--- src/rtl/core/blob_request_record_validator_unit_assert.svh ---
// Assertion macros for the request record validator.
// Used by the top level; no other dependencies.
`ifndef BLOB_REQUEST_RECORD_VALIDATOR_UNIT_ASSERT_SVH
`define BLOB_REQUEST_RECORD_VALIDATOR_UNIT_ASSERT_SVH
`ifndef SYNTHESIS
`define BRRV_ASSERT_IMP(label, clk, rst, a, c) \
  label: assert property (@(posedge clk) disable iff (rst) (a) |-> (c)) else $error("label");
`define BRRV_ASSERT_NXT(label, clk, rst, a, c) \
  label: assert property (@(posedge clk) disable iff (rst) (a) |=> (c)) else $error("label");
`else
`define BRRV_ASSERT_IMP(label, clk, rst, a, c)
`define BRRV_ASSERT_NXT(label, clk, rst, a, c)
`endif
`endif

--- src/rtl/core/brrv_pkg.sv ---
// Package of the request record validator: payload types, codes, limits.
// No dependencies.
package brrv_pkg;
  localparam int MaxLineLen = 371;
  localparam int MaxDigestLen = 137;
  localparam int MaxTransportTail = 128;
  localparam int DigestMin = 34;
  localparam int QDepth = 4;
  localparam logic [63:0] CountLimit = 64'h7FFF_FFFF_FFFF_FFFF;
  localparam logic [31:0] SecondsLimit = 32'h7FFF_FFFF;

  typedef enum logic [2:0] {
    ST_LINE_OK = 3'd0, ST_LINE_BAD = 3'd1, ST_STREAM_OK = 3'd2,
    ST_STREAM_BAD = 3'd3, ST_EMPTY = 3'd4
  } status_t;

  typedef enum logic [3:0] {
    EF_NONE = 4'd0, EF_TIME = 4'd1, EF_TRANSPORT = 4'd2, EF_VERB = 4'd3,
    EF_DIGEST = 4'd4, EF_CHAT = 4'd5, EF_COUNT = 4'd6, EF_DURATION = 4'd7,
    EF_LENGTH = 4'd8
  } err_t;

  typedef struct packed {
    logic [7:0] data_byte;
    logic       end_of_stream;
  } in_item_t;

  typedef struct packed {
    logic [2:0]  status;
    logic [3:0]  error_field;
    logic [31:0] line_number;
  } out_item_t;
endpackage

--- src/rtl/core/brrv_front.sv ---
// Front part: parses one byte per cycle while take is high and emits a line or stream verdict.
// Depends on brrv_pkg.
module brrv_front (
  input  logic                clk,
  input  logic                rst,
  input  logic                take,
  input  brrv_pkg::in_item_t  item,
  output logic                res_valid,
  output brrv_pkg::out_item_t res
);
  typedef enum logic [3:0] {
    PH_TS, PH_FRAC, PH_ZONE, PH_TR_HEAD, PH_TR_TAIL, PH_VERB, PH_DIG_ALGO,
    PH_DIG_HASH, PH_CHAT, PH_COUNT, PH_SEC, PH_NS, PH_DONE
  } phase_t;

  phase_t      parse_phase, parse_phase_next;
  logic [7:0]  field_char_count, field_char_count_next;
  logic [8:0]  line_char_count, line_char_count_next;
  logic [2:0]  verb_code, verb_code_next;
  logic [3:0]  chat_pattern, chat_pattern_next;
  logic        digest_empty, digest_empty_next;
  logic [63:0] count_accum, count_accum_next;
  logic [31:0] seconds_accum, seconds_accum_next;
  logic [3:0]  line_failed, line_failed_next;
  logic        stream_bad, seen_input;
  logic [31:0] line_counter;
  logic [3:0]  perr;

  function automatic logic is_dig(input logic [7:0] c);
    return c >= 8'h30 && c <= 8'h39;
  endfunction
  function automatic logic is_low(input logic [7:0] c);
    return c >= 8'h61 && c <= 8'h7a;
  endfunction
  function automatic logic is_gr(input logic [7:0] c);
    return c >= 8'h21 && c <= 8'h7e;
  endfunction
  function automatic logic ts_ok(input logic [4:0] n, input logic [7:0] c);
    case (n)
      5'd0: return c >= "2" && c <= "5";
      5'd4, 5'd7: return c == "-";
      5'd5: return c == "0" || c == "1";
      5'd8: return c >= "0" && c <= "3";
      5'd10: return c == "T";
      5'd11: return c >= "0" && c <= "2";
      5'd13, 5'd16: return c == ":";
      5'd14, 5'd17: return c >= "0" && c <= "5";
      5'd19: return c == ".";
      5'd1, 5'd2, 5'd3, 5'd6, 5'd9, 5'd12, 5'd15, 5'd18: return is_dig(c);
      default: return 1'b0;
    endcase
  endfunction
  function automatic logic [7:0] verb_ch(input logic [2:0] v, input logic [1:0] i);
    logic [31:0] t;
    case (v)
      3'd0: t = "get ";
      3'd1: t = "put ";
      3'd2: t = "give";
      3'd3: t = "take";
      3'd4: t = "eat ";
      3'd5: t = "wrap";
      default: t = "roll";
    endcase
    return t[8'(31 - 8 * i) -: 8];
  endfunction
  function automatic logic [3:0] chat_nx(input logic [3:0] s, input logic [1:0] y);
    case ({s, y})
      {4'd0, 2'd0}: return 4'd1;
      {4'd0, 2'd1}: return 4'd3;
      {4'd1, 2'd1}: return 4'd2;
      {4'd3, 2'd2}: return 4'd4;
      {4'd4, 2'd3}: return 4'd5;
      {4'd5, 2'd0}: return 4'd8;
      {4'd5, 2'd1}: return 4'd6;
      {4'd6, 2'd2}: return 4'd7;
      {4'd7, 2'd3}: return 4'd10;
      {4'd8, 2'd1}: return 4'd9;
      {4'd10, 2'd0}: return 4'd13;
      {4'd10, 2'd1}: return 4'd11;
      {4'd11, 2'd2}: return 4'd12;
      {4'd13, 2'd1}: return 4'd14;
      default: return 4'd15;
    endcase
  endfunction

  logic [7:0]  c;
  logic [3:0]  d;
  logic        chat_ok, is_no, vwr;
  logic [67:0] cmul;
  logic [35:0] smul;

  always_comb begin
    c = item.data_byte;
    d = c[3:0];
    parse_phase_next = parse_phase;
    field_char_count_next = field_char_count;
    verb_code_next = verb_code;
    chat_pattern_next = chat_pattern;
    digest_empty_next = digest_empty;
    count_accum_next = count_accum;
    seconds_accum_next = seconds_accum;
    perr = brrv_pkg::EF_NONE;
    is_no = chat_pattern == 4'd2 || chat_pattern == 4'd9 || chat_pattern == 4'd14;
    vwr = verb_code == 3'd5 || verb_code == 3'd6;
    case (chat_pattern)
      4'd2: chat_ok = 1'b1;
      4'd4: chat_ok = verb_code == 3'd0 || verb_code == 3'd4 || vwr;
      4'd7, 4'd9: chat_ok = verb_code == 3'd1 || verb_code == 3'd2 || verb_code == 3'd3;
      4'd12, 4'd14: chat_ok = verb_code == 3'd2 || verb_code == 3'd3;
      default: chat_ok = 1'b0;
    endcase
    if (chat_ok && vwr && (digest_empty != is_no)) chat_ok = 1'b0;
    cmul = ({4'd0, count_accum} << 3) + ({4'd0, count_accum} << 1) + {64'd0, d};
    smul = ({4'd0, seconds_accum} << 3) + ({4'd0, seconds_accum} << 1) + {32'd0, d};
    case (parse_phase)
      PH_TS: begin
        if (field_char_count >= 8'd20 || !ts_ok(field_char_count[4:0], c)) begin
          perr = brrv_pkg::EF_TIME;
        end else if (field_char_count == 8'd19) begin
          parse_phase_next = PH_FRAC; field_char_count_next = 8'd0;
        end else field_char_count_next = field_char_count + 8'd1;
      end
      PH_FRAC: begin
        if (is_dig(c) && field_char_count < 8'd9) field_char_count_next = field_char_count + 8'd1;
        else if (field_char_count >= 8'd1 && (c == "+" || c == "-")) begin
          parse_phase_next = PH_ZONE; field_char_count_next = 8'd0;
        end else perr = brrv_pkg::EF_TIME;
      end
      PH_ZONE: begin
        if (field_char_count >= 8'd6) perr = brrv_pkg::EF_TIME;
        else if (field_char_count == 8'd2 ? c != ":" :
                 field_char_count == 8'd5 ? c != 8'h09 : !is_dig(c)) perr = brrv_pkg::EF_TIME;
        else if (field_char_count == 8'd5) begin
          parse_phase_next = PH_TR_HEAD; field_char_count_next = 8'd0;
        end else field_char_count_next = field_char_count + 8'd1;
      end
      PH_TR_HEAD: begin
        if (field_char_count == 8'd0) begin
          if (!is_low(c)) perr = brrv_pkg::EF_TRANSPORT;
          else field_char_count_next = 8'd1;
        end else if (c == "~") begin
          parse_phase_next = PH_TR_TAIL; field_char_count_next = 8'd0;
        end else if ((is_low(c) || is_dig(c)) && field_char_count < 8'd8)
          field_char_count_next = field_char_count + 8'd1;
        else perr = brrv_pkg::EF_TRANSPORT;
      end
      PH_TR_TAIL: begin
        if (c == 8'h09 && field_char_count >= 8'd1) begin
          parse_phase_next = PH_VERB; field_char_count_next = 8'd0;
        end else if (is_gr(c) && 32'(field_char_count) < brrv_pkg::MaxTransportTail)
          field_char_count_next = field_char_count + 8'd1;
        else perr = brrv_pkg::EF_TRANSPORT;
      end
      PH_VERB: begin
        if (field_char_count == 8'd0) begin
          field_char_count_next = 8'd1;
          case (c)
            "g": verb_code_next = 3'd0;
            "p": verb_code_next = 3'd1;
            "t": verb_code_next = 3'd3;
            "e": verb_code_next = 3'd4;
            "w": verb_code_next = 3'd5;
            "r": verb_code_next = 3'd6;
            default: perr = brrv_pkg::EF_VERB;
          endcase
        end else begin
          logic [2:0] v;
          logic [2:0] vl;
          v = (field_char_count == 8'd1 && verb_code == 3'd0 && c == "i") ? 3'd2 : verb_code;
          verb_code_next = v;
          vl = (v == 3'd0 || v == 3'd1 || v == 3'd4) ? 3'd3 : 3'd4;
          if (field_char_count < {5'd0, vl}) begin
            if (verb_ch(v, field_char_count[1:0]) != c) perr = brrv_pkg::EF_VERB;
            else field_char_count_next = field_char_count + 8'd1;
          end else if (c == 8'h09) begin
            parse_phase_next = PH_DIG_ALGO; field_char_count_next = 8'd0;
          end else perr = brrv_pkg::EF_VERB;
        end
      end
      PH_DIG_ALGO: begin
        if (field_char_count == 8'd0) begin
          if (c == 8'h09) begin
            digest_empty_next = 1'b1; parse_phase_next = PH_CHAT; chat_pattern_next = 4'd0;
          end else if (!is_low(c)) perr = brrv_pkg::EF_DIGEST;
          else field_char_count_next = 8'd1;
        end else if (c == ":") begin
          parse_phase_next = PH_DIG_HASH; field_char_count_next = field_char_count + 8'd1;
        end else if ((is_low(c) || is_dig(c)) && field_char_count < 8'd8)
          field_char_count_next = field_char_count + 8'd1;
        else perr = brrv_pkg::EF_DIGEST;
      end
      PH_DIG_HASH: begin
        if (c == 8'h09) begin
          if (32'(field_char_count) < brrv_pkg::DigestMin) perr = brrv_pkg::EF_DIGEST;
          else begin
            parse_phase_next = PH_CHAT; chat_pattern_next = 4'd0; field_char_count_next = 8'd0;
          end
        end else if (!is_gr(c) || 32'(field_char_count) >= brrv_pkg::MaxDigestLen)
          perr = brrv_pkg::EF_DIGEST;
        else field_char_count_next = field_char_count + 8'd1;
      end
      PH_CHAT: begin
        if (c == 8'h09) begin
          if (!chat_ok) perr = brrv_pkg::EF_CHAT;
          else begin
            parse_phase_next = PH_COUNT; field_char_count_next = 8'd0;
          end
        end else begin
          logic [1:0] y;
          logic       sv;
          sv = 1'b1;
          case (c)
            "n": y = 2'd0;
            "o": y = 2'd1;
            "k": y = 2'd2;
            ",": y = 2'd3;
            default: begin y = 2'd0; sv = 1'b0; end
          endcase
          if (!sv) perr = brrv_pkg::EF_CHAT;
          else begin
            chat_pattern_next = chat_nx(chat_pattern, y);
            if (chat_pattern_next == 4'd15) perr = brrv_pkg::EF_CHAT;
          end
        end
      end
      PH_COUNT: begin
        if (is_dig(c) && field_char_count < 8'd20) begin
          if (count_accum > brrv_pkg::CountLimit || cmul > {4'd0, brrv_pkg::CountLimit})
            count_accum_next = brrv_pkg::CountLimit + 64'd1;
          else count_accum_next = cmul[63:0];
          field_char_count_next = field_char_count + 8'd1;
        end else if (c == 8'h09 && field_char_count >= 8'd1 &&
                     count_accum <= brrv_pkg::CountLimit) begin
          parse_phase_next = PH_SEC; field_char_count_next = 8'd0;
        end else perr = brrv_pkg::EF_COUNT;
      end
      PH_SEC: begin
        if (is_dig(c) && field_char_count < 8'd10) begin
          if (seconds_accum > brrv_pkg::SecondsLimit || smul > {4'd0, brrv_pkg::SecondsLimit})
            seconds_accum_next = brrv_pkg::SecondsLimit + 32'd1;
          else seconds_accum_next = smul[31:0];
          field_char_count_next = field_char_count + 8'd1;
        end else if (c == "." && field_char_count >= 8'd1 &&
                     seconds_accum <= brrv_pkg::SecondsLimit) begin
          parse_phase_next = PH_NS; field_char_count_next = 8'd0;
        end else perr = brrv_pkg::EF_DURATION;
      end
      PH_NS: begin
        if (is_dig(c) && field_char_count < 8'd9) field_char_count_next = field_char_count + 8'd1;
        else if (c == 8'h0a && field_char_count >= 8'd1) parse_phase_next = PH_DONE;
        else perr = brrv_pkg::EF_DURATION;
      end
      default: perr = brrv_pkg::EF_TIME;
    endcase
    line_char_count_next = line_char_count;
    if (32'(line_char_count) <= brrv_pkg::MaxLineLen) line_char_count_next = line_char_count + 9'd1;
    line_failed_next = line_failed;
    if (line_failed_next == 4'd0 && 32'(line_char_count_next) > brrv_pkg::MaxLineLen)
      line_failed_next = brrv_pkg::EF_LENGTH;
    if (line_failed_next == 4'd0) line_failed_next = perr;
  end

  logic [31:0] lc_inc;
  assign lc_inc = (line_counter == 32'hFFFF_FFFF) ? line_counter : line_counter + 32'd1;

  always_ff @(posedge clk) begin
    if (rst) begin
      res_valid <= 1'b0;
      parse_phase <= PH_TS; field_char_count <= '0; line_char_count <= '0;
      verb_code <= '0; chat_pattern <= '0; digest_empty <= 1'b0;
      count_accum <= '0; seconds_accum <= '0; line_failed <= '0;
      stream_bad <= 1'b0; seen_input <= 1'b0; line_counter <= '0;
    end else if (take && item.end_of_stream) begin
      res_valid <= 1'b1;
      res.status <= !seen_input ? brrv_pkg::ST_EMPTY :
                    (stream_bad || line_char_count != 9'd0) ? brrv_pkg::ST_STREAM_BAD :
                    brrv_pkg::ST_STREAM_OK;
      res.error_field <= brrv_pkg::EF_NONE;
      res.line_number <= (line_char_count != 9'd0) ? lc_inc : line_counter;
      parse_phase <= PH_TS; field_char_count <= '0; line_char_count <= '0;
      verb_code <= '0; chat_pattern <= '0; digest_empty <= 1'b0;
      count_accum <= '0; seconds_accum <= '0; line_failed <= '0;
      stream_bad <= 1'b0; seen_input <= 1'b0; line_counter <= '0;
    end else if (take && c == 8'h0a) begin
      res_valid <= 1'b1;
      seen_input <= 1'b1;
      res.status <= (line_failed_next != 4'd0) ? brrv_pkg::ST_LINE_BAD : brrv_pkg::ST_LINE_OK;
      res.error_field <= line_failed_next;
      res.line_number <= lc_inc;
      line_counter <= lc_inc;
      if (line_failed_next != 4'd0) stream_bad <= 1'b1;
      parse_phase <= PH_TS; field_char_count <= '0; line_char_count <= '0;
      verb_code <= '0; chat_pattern <= '0; digest_empty <= 1'b0;
      count_accum <= '0; seconds_accum <= '0; line_failed <= '0;
    end else if (take) begin
      res_valid <= 1'b0;
      seen_input <= 1'b1;
      if (line_failed == 4'd0) begin
        parse_phase <= parse_phase_next; field_char_count <= field_char_count_next;
        verb_code <= verb_code_next; chat_pattern <= chat_pattern_next;
        digest_empty <= digest_empty_next; count_accum <= count_accum_next;
        seconds_accum <= seconds_accum_next;
      end
      line_char_count <= line_char_count_next;
      line_failed <= line_failed_next;
    end else begin
      res_valid <= 1'b0;
    end
  end
endmodule

--- src/rtl/core/brrv_queue.sv ---
// Result queue between the parser and the output port.
// Depends on brrv_pkg.
module brrv_queue (
  input  logic                clk,
  input  logic                rst,
  input  logic                push,
  input  brrv_pkg::out_item_t wdata,
  input  logic                pop,
  output logic                nonempty,
  output logic                almost_full,
  output brrv_pkg::out_item_t rdata
);
  localparam int AW = $clog2(brrv_pkg::QDepth);
  brrv_pkg::out_item_t mem [brrv_pkg::QDepth];
  logic [AW-1:0] wp, rp;
  logic [AW:0]   cnt;

  assign nonempty = cnt != '0;
  assign almost_full = 32'(cnt) >= brrv_pkg::QDepth - 1;
  assign rdata = mem[rp];

  always_ff @(posedge clk) begin
    if (push) mem[wp] <= wdata;
  end

  always_ff @(posedge clk) begin
    if (rst) begin
      wp <= '0; rp <= '0; cnt <= '0;
    end else begin
      if (push) wp <= wp + 1'b1;
      if (pop) rp <= rp + 1'b1;
      cnt <= cnt + (AW+1)'(push) - (AW+1)'(pop);
    end
  end
endmodule

--- src/rtl/core/blob_request_record_validator_unit.sv ---
// Top level of the request record validator: parser front, result queue back.
// Depends on brrv_pkg, brrv_front, brrv_queue and the assertion header.
//
// Usage: bytes of a tab-separated request log arrive on the in channel
// (in_valid/in_stall/in_data), one byte per transaction. A newline yields
// one line verdict on the out channel; an end_of_stream transaction yields
// the stream verdict and returns the parser to its reset state.
// Throughput: one byte per cycle while in_stall is low.
// Path: a verdict passes one parse register, then one queue write, before
// it can be taken on the out channel.
// A four-entry queue holds verdicts; in_stall rises while the queue could
// not take a verdict from the byte in flight, so a stalled receiver loses
// nothing.
// Reset (rst, synchronous) clears the parser, counters and queue.
`include "blob_request_record_validator_unit_assert.svh"
module blob_request_record_validator_unit (
  input  logic                clk,
  input  logic                rst,
  input  logic                in_valid,
  output logic                in_stall,
  input  brrv_pkg::in_item_t  in_data,
  output logic                out_valid,
  input  logic                out_stall,
  output brrv_pkg::out_item_t out_data
);
  logic take, res_valid, nonempty, almost_full, pop;
  brrv_pkg::out_item_t res;

  assign in_stall = almost_full;
  assign take = in_valid && !in_stall;
  assign out_valid = nonempty;
  assign pop = nonempty && !out_stall;

  brrv_front u_front (.clk, .rst, .take, .item(in_data), .res_valid, .res);
  brrv_queue u_queue (.clk, .rst, .push(res_valid), .wdata(res), .pop, .nonempty,
                      .almost_full, .rdata(out_data));

  `BRRV_ASSERT_NXT(a_eos_result, clk, rst, take && in_data.end_of_stream, res_valid)
  `BRRV_ASSERT_NXT(a_no_overflow, clk, rst, in_stall, !res_valid)
  `BRRV_ASSERT_IMP(a_status_range, clk, rst, out_valid, out_data.status <= 3'd4)
endmodule
--- config.mk ---
export PLATFORM = sky130hd
export DESIGN_NAME = blob_request_record_validator_unit
export DESIGN_NICKNAME = d
export VERILOG_FILES = /design/src/rtl/core/brrv_pkg.sv /design/src/rtl/core/brrv_front.sv /design/src/rtl/core/brrv_queue.sv /design/src/rtl/core/blob_request_record_validator_unit.sv
export VERILOG_INCLUDE_DIRS = /design/src /design/src/rtl/core
export SDC_FILE = /design/constraint.sdc
export NUM_CORES = 1
export LEC_CHECK = 0
export ABC_AREA = 1
export ABC_CLOCK_PERIOD_IN_PS = 4900
export BUFFER_PORTS_ARGS = -buffer_cell sky130_fd_sc_hd__buf_2
export CAP_MARGIN = 30
export CELL_PAD_IN_SITES_DETAIL_PLACEMENT = 0
export CELL_PAD_IN_SITES_GLOBAL_PLACEMENT = 2
export CORE_ASPECT_RATIO = 0.8
export CORE_UTILIZATION = 38
export DETAILED_ROUTE_END_ITERATION = 10
export PLACE_DENSITY = 0.9
export SYNTH_ARGS = -nofsm -noshare
export SYNTH_HDL_FRONTEND = slang
export SYNTH_SLANG_ARGS = --single-unit
--- constraint.sdc ---
create_clock -name clk -period 4.9 [get_ports clk]
set_input_delay 0.245 -clock clk [delete_from_list [all_inputs] [get_ports clk]]
set_output_delay 0.245 -clock clk [all_outputs]
set_load 0.01 [all_outputs]
==> impl_metrics.py, run 1 <==
metrics = {
    "yosys": {
        "postSynthAreaPerCell_um2": 7.65,
        "ys_seq_area_share_pct": 37.7,
        "synth_cell_type_count": 67,
        "synthFlopType": "edfxtp_1",
        "syn_inst": 3226,
        "syn_nets": 3451,
        "synth_warnings": 0,
        "async_flop_share_pct": 0,
        "syn_area_um2": 24700,
        "synth_edf_count": 195,
        "synth-seq-cells": 368,
    },
    "timing": {
        "fin_crit_sh_pct": 85.5,
        "timing.fmax_mhz": 239,
        "slew_viol_final": 0,
        "tns_ns": 0,
        "fin_worst_skew_ns": 0.0315,
        "tightest_slew_ns": 0.996,
        "hold_viol_final": 0,
        "setup_slack_ns": 0.712,
        "setup_violations": 0,
        "rsz0062_at_grt": "false",
        "maxSlewHeadroom_pct": 33.6,
        "period_needed_ns": 4.19,
    },
    "grt": {
        "grt_pass1_wl_mm": 113,
        "top_usage_layer": "met1",
        "grt_overflow": 0,
        "antenna_found_initial": 0,
        "met2_usage_pct": 30.8,
        "grt_pass1_vias": 21033,
        "grt_start_max_net_pins": 95,
        "met1_usage_pct": 32.1,
        "grt.total_usage_pct": 21.0,
        "met3_usage_pct": 3.06,
    },
    "worst_setup_path": {
        "critPathCaptureType": "register",
        "max_stage_delay_ns": 0.57,
        "worstPathCellList": "inv_1 > fa_1 > fa_1 > inv_1 > nand2_1 > o21ai_2 > a21oi_2 > o21ai_2 > a21oi_2 > o21ai_4 > nand2_1 > nand2_2 > nand2_2 > nand2_2 > nand2_1 > nand3_1 > and3_2 > buf_4 > nand4_1 > a21oi_1",
        "setup.worst_path.start": "u_front.count_accum[0]",
        "cp_slowest_cell": "and3_2",
        "regToRegSetupSlack_ns": 0.71,
        "endpoint": "u_front.count_accum[26]",
        "critPathRequiredTime_ns": 5.43,
        "rr_startpoint": "u_front.count_accum[0]",
        "critPathMaxFanout": 22,
        "reg2reg_to": "u_front.count_accum[26]",
        "reg2reg_depth": 20,
        "crit_arrival_ns": 4.71,
        "startpoint_type": "register",
        "crit_type": "reg2reg",
    },
    "clock_tree": {
        "cts_setup_buffers": 0,
        "clk_latency_ns": 0.60,
        "clock-root-buffer": "clkbuf_16",
        "cts_tree": "done",
        "cts_buffer_depth": 3,
        "clk_pin_slew_worst_paths_ns": 0.06,
        "clkSinkCount": 368,
        "htree_levels": 2,
        "cts-buffers-inserted": 42,
    },
    "placed_design": {
        "hpwlAfterDp_mm": 51.5,
        "place_inst": 4057,
        "gp_congestion": 0.916,
        "numPortBuffers": 53,
        "pre_cts_ws_ns": 0.618,
        "postPlaceCellArea_um2": 25800,
    },
    "drt": {
        "wl_per_cell_um": 16.8,
        "drt_pass1_iterations": 6,
        "vias_per_cell": 5.30,
        "drt-total-wl_mm": 69.6,
        "drtIter0Drc": 1824,
        "ant_nets": 0,
        "vias": 21913,
        "drcViolationCount": 0,
    },
    "finish": {
        "layout_commonest_cell": "nand2_1",
        "multi_input_area_um2": 13500,
        "seq_area_um2": 9320,
        "utilization_pct": 42.5,
        "drive_gt1_share_pct": 6.84,
        "finish.instance_area_um2": 27300,
        "nNetsFinal": 3479,
        "fin_cells": 4138,
        "area_growth_pct": 10.5,
        "fillers": 6522,
        "num_antenna_cells": 0,
        "mostFrequentLayoutCells": "nand2_1, nor2_1, inv_1, a21oi_1, o21ai_0",
    },
    "die": {
        "initial_utilization_pct": 38.5,
        "rows": 83,
        "design.portCount": 54,
        "die_w_um": 287,
        "dieArea_um2": 66000,
        "core_region_area_um2": 64200,
        "die_h_um": 230,
    },
    "run_status": {
        "status": "completed",
    },
    "run": {
        "max-cap-violations": 0,
    },
    "power": {
        "power.density_nw_per_um2": 278,
        "cellLeakagePower_nw": 11.3,
        "ir_drop_uv": 237,
    },
    "hold_path": {
        "min_from": "in_data[0]",
        "hp-class": "in2reg",
    },
}
## worst max-delay path: cells and delay by family (launching register included)
kind | cells | cell delay [ns]
AOI/OAI and AO/OA | 6 | 1.05
adders and majority gates | 2 | 0.94
DFF | 1 | 0.36
and+or+nand+nor | 9 | 1.25
buffers and inverters | 3 | 0.51
## synth_stat cells, types with 3 or more instances
| master | instances | area [um^2] |
|---|---|---|
| a211oi_1 | 10 | 75.1 |
| a21boi_0 | 4 | 30.0 |
| a21o_1 | 12 | 90.1 |
| a21oi_1 | 297 | 1490 |
| a21oi_2 | 5 | 43.8 |
| a221oi_1 | 7 | 61.3 |
| a31oi_1 | 26 | 163 |
| and3_1 | 3 | 18.8 |
| buf_1 | 3 | 11.3 |
| buf_2 | 10 | 50.1 |
| buf_4 | 11 | 82.6 |
| buf_6 | 7 | 78.8 |
| clkbuf_1 | 71 | 267 |
| dfxtp_1 | 173 | 3460 |
| edfxtp_1 | 195 | 5860 |
| fa_1 | 5 | 100 |
| ha_1 | 207 | 2590 |
| inv_1 | 363 | 1360 |
| inv_2 | 12 | 45.0 |
| mux2i_1 | 5 | 50.1 |
| nand2_1 | 568 | 2130 |
| nand2_2 | 11 | 68.8 |
| nand3_1 | 105 | 526 |
| nand3b_1 | 4 | 30.0 |
| nand4_1 | 91 | 569 |
| nor2_1 | 442 | 1660 |
| nor2_2 | 8 | 50.1 |
| nor3_1 | 48 | 240 |
| nor4_1 | 16 | 100 |
| o2111ai_1 | 5 | 43.8 |
| o211ai_1 | 12 | 90.1 |
| o21a_1 | 17 | 128 |
| o21ai_0 | 239 | 1200 |
| o21ai_1 | 13 | 65.1 |
| o21ai_2 | 7 | 61.3 |
| o21bai_1 | 8 | 60.1 |
| o22ai_1 | 50 | 313 |
| or2_2 | 7 | 43.8 |
| xnor2_1 | 45 | 394 |
| xor2_1 | 70 | 613 |
## layer usage
metal / wire (um) / vias to the layer above / share of wire, %
li1: - / 11059 / -
met1: 36400 / 10273 / 52
met2: 28300 / 508 / 41
met3: 3790 / 73 / 5.4
met4: 1130 / 0 / 1.6
met5: 0 / - / 0
## cells by family after synthesis
| group | Yosys count | share of synthesized area (%) |
|---|---|---|
| fa+ha+maj | 213 | 10.9 |
| compound gates | 731 | 16.7 |
| simple gates | 1313 | 22.5 |
| xor+xnor | 117 | 4.26 |
| mux | 5 | 0.203 |
| flops | 368 | 37.7 |
| buf+inv | 479 | 7.71 |
## power breakdown
| part | switching [mW] | leakage [nW] | internal, mW |
|---|---|---|---|
| combinational | 0.695 | 7.41 | 0.289 |
| sequential | 0.0593 | 3.17 | 3.33 |
| clock | 1.40 | 0.688 | 1.82 |
## layout make-up
class,count,share of cell area (%)
multi-input combinational,2379,49.4
sequential,368,34.2
inverter,377,5.20
clock buffer,56,4.26
tap,850,3.90
timing repair buffer,86,2.09
clock inverter,22,0.958
## how the worst min path moves through the flow
stage / cells past startpoint / slack (ns) / end
floorplan: 2 / 0.44 / register
global placement: 2 / 0.44 / u_front.stream_bad
detailed placement: 2 / 0.45 / u_front.stream_bad
CTS: 3 / 0.17 / u_front.res[38]
global route: 3 / 0.21 / u_front.res[38]
finish: 3 / 0.20 / u_front.res[38]
## metrics by stage
| step | hold WS [ns] | power, mW |
|---|---|---|
| 2_1_floorplan | 0.436 | 4.06 |
| 3_5_place_dp | 0.451 | 4.45 |
| 4_1_cts | 0.173 | 7.69 |
| 5_1_grt | 0.207 | 7.93 |
| 6_report | 0.204 | 7.60 |
| 3_3_place_gp | 0.444 | 4.42 |
## sequential cells by signal, indices dropped and copies added (netlist names), 3 cells and up, named ones only
signal                    cells
u_front.count_accum          64
u_front.line_char_count       9
u_queue.mem                 156
u_front.parse_phase           4
u_front.seconds_accum        32
u_front.chat_pattern          4
u_front.field_char_count      8
u_front.line_failed           4
u_front.res                  39
u_front.line_counter         32
u_queue.cnt                   3
u_front.verb_code             3
## timing repair
action                                 CTS  global route
resized for setup                        0             0
hold buffers                             3             0
endpoints found under the hold margin    7             0
setup endpoints to repair                0             0
No activity file was read; power rests on OpenSTA's default activity.
==> run 2, diff against run 1 <==
--- a/config.mk
+++ b/config.mk
@@ -13,9 +13,10 @@
 export CELL_PAD_IN_SITES_DETAIL_PLACEMENT = 0
 export CELL_PAD_IN_SITES_GLOBAL_PLACEMENT = 2
 export CORE_ASPECT_RATIO = 0.8
-export CORE_UTILIZATION = 38
+export CORE_MARGIN = 3
+export CORE_UTILIZATION = 23
 export DETAILED_ROUTE_END_ITERATION = 10
-export PLACE_DENSITY = 0.9
+export PLACE_DENSITY = 0.63
 export SYNTH_ARGS = -nofsm -noshare
 export SYNTH_HDL_FRONTEND = slang
 export SYNTH_SLANG_ARGS = --single-unit
==> impl_metrics.py, run 2 (synthesis gave the netlist of run 1 again) <==
metrics = {
    "die": {
        "initial_utilization_pct": 23.4,
        "die_w_um": 372,
        "die_h_um": 299,
        "core_region_area_um2": 105000,
        "design.portCount": 54,
        "rows": 106,
        "dieArea_um2": 111000,
    },
    "worst_setup_path": {
        "worstPathCellList": "inv_1 > fa_1 > fa_1 > inv_1 > nand2_1 > o21ai_2 > a21oi_2 > o21ai_2 > a21oi_2 > o21ai_4 > nand2_1 > nand2_2 > nand2_2 > nand2_2 > nand2_1 > nand3_1 > and3_2 > buf_4 > nand4_1 > a21oi_1",
        "crit_arrival_ns": 4.49,
        "startpoint_type": "register",
        "critPathCaptureType": "register",
        "critPathMaxFanout": 18,
        "critPathRequiredTime_ns": 5.44,
        "cp_slowest_cell": "fa_1",
        "crit_type": "reg2reg",
        "max_stage_delay_ns": 0.50,
    },
    "power": {
        "ir_drop_uv": 289,
        "internal-power_mw": 5.88,
        "cellLeakagePower_nw": 11.4,
        "p_sw_share_pct": 28.4,
        "power_frac_comb_pct": 12.7,
        "pwr-share-clk_pct": 46.1,
        "seq_power_share_pct": 41.2,
        "power.density_nw_per_um2": 290,
        "power_switching_mw": 2.34,
    },
    "drt": {
        "vias": 21639,
        "ant_nets": 0,
        "drcViolationCount": 0,
        "drtIter0Drc": 1490,
        "vias_per_cell": 4.59,
        "drt-total-wl_mm": 80.1,
        "wl_per_cell_um": 17.0,
        "drt_pass1_iterations": 6,
    },
    "finish": {
        "top_regs": "u_queue.mem: 156 flops, u_front.count_accum: 64 flops, u_front.res: 39 flops",
        "largest-register": "u_queue.mem",
        "largest_reg_flops": 156,
        "area_growth_pct": 14.9,
        "drive_gt1_share_pct": 7.65,
        "utilization_pct": 26.9,
        "mostFrequentLayoutCells": "nand2_1, nor2_1, inv_1, a21oi_1, o21ai_0",
        "nNetsFinal": 3493,
        "finish.instance_area_um2": 28400,
        "layout_commonest_cell": "nand2_1",
    },
    "timing": {
        "maxSlewHeadroom_pct": 36.1,
        "tns_ns": 0,
        "hold_slack_ns": 0.193,
        "period_needed_ns": 3.96,
        "fin_crit_sh_pct": 80.7,
        "setup_violations": 0,
        "rsz0062_at_grt": "false",
        "hold_viol_final": 0,
        "tightest_slew_ns": 0.950,
        "timing.fmax_mhz": 253,
        "setup_slack_ns": 0.944,
        "slew_viol_final": 0,
        "fin_worst_skew_ns": 0.0310,
    },
    "clock_tree": {
        "clk_latency_ns": 0.62,
        "cts-buffers-inserted": 47,
        "cts_tree": "done",
        "clk_pin_slew_worst_paths_ns": 0.07,
        "htree_levels": 2,
        "cts_resized": 0,
        "clock-root-buffer": "clkbuf_16",
        "cts_buffer_depth": 3,
        "cts_setup_buffers": 0,
        "clkSinkCount": 368,
        "cts_hold_buffers": 3,
    },
    "run_status": {
        "status": "completed",
    },
    "placed_design": {
        "pre_cts_ws_ns": 0.780,
        "gp_congestion": 0.845,
        "numPortBuffers": 53,
        "postPlaceCellArea_um2": 26600,
        "hpwlAfterDp_mm": 59.6,
    },
    "grt": {
        "grt_pass1_vias": 20986,
        "grt_start_max_net_pins": 79,
        "grt_pass1_wl_mm": 126,
        "grt.total_usage_pct": 14.2,
        "antenna_found_initial": 7,
        "grt_overflow": 0,
    },
    "run": {
        "max-cap-violations": 0,
    },
    "hold_path": {
        "hp-class": "in2reg",
    },
}
[run 2: critical path, delay by kind of cell (launching register included)]
kind                       cells  cell delay [ns]
and+or+nand+nor                9             1.12
buffers and inverters          3             0.48
AOI/OAI and AO/OA              6             1.00
DFF                            1             0.35
adders and majority gates      2             0.93
[run 2: final cells by class]
| type | count | area (um^2) |
|---|---|---|
| Fill cell | 11527 | 77100 |
| Multi-Input combinational cell | 2379 | 13500 |
| Timing Repair Buffer | 95 | 671 |
| Tap cell | 1404 | 1760 |
| Clock inverter | 36 | 494 |
| Clock buffer | 51 | 1210 |
| Inverter | 377 | 1420 |
| Antenna cell | 4 | 10.0 |
| Sequential cell | 368 | 9320 |
[run 2: metal layers]
layer	global-route usage [%]	vias to the layer above	wire (um)
met3	2.62	74	3900
li1	-	11106	-
met5	0	-	41
met2	19.3	363	30300
met1	22.9	10090	44600
met4	2.74	6	1190
[run 2: power by group through the flow]
stage | clock [mW] | combinational, mW | sequential (mW)
floorplan | 0 | 0.620 | 3.44
global placement | 0 | 1.06 | 3.46
detailed placement | 0 | 1.06 | 3.46
CTS | 3.94 | 1.07 | 3.39
global route | 4.08 | 1.17 | 3.40
finish | 3.79 | 1.04 | 3.39
[run 2: final timing paths]
check,startpoint,end,slack (ns),cells past startpoint
max,u_front.count_accum[0],u_front.count_accum[59],0.94,20
min,in_data[2],u_front.seconds_accum[1],0.19,4
max reg2reg,u_front.count_accum[0],u_front.count_accum[59],0.94,20
min reg2reg,u_queue.rp[1],register,0.46,2
[run 2: stage by stage]
step,cells,power [mW]
after CTS,4710,8.40
after detailed placement,4620,4.52
after global placement,4619,4.52
after global routing,4712,8.65
final,4714,8.22
after floorplan,3226,4.06
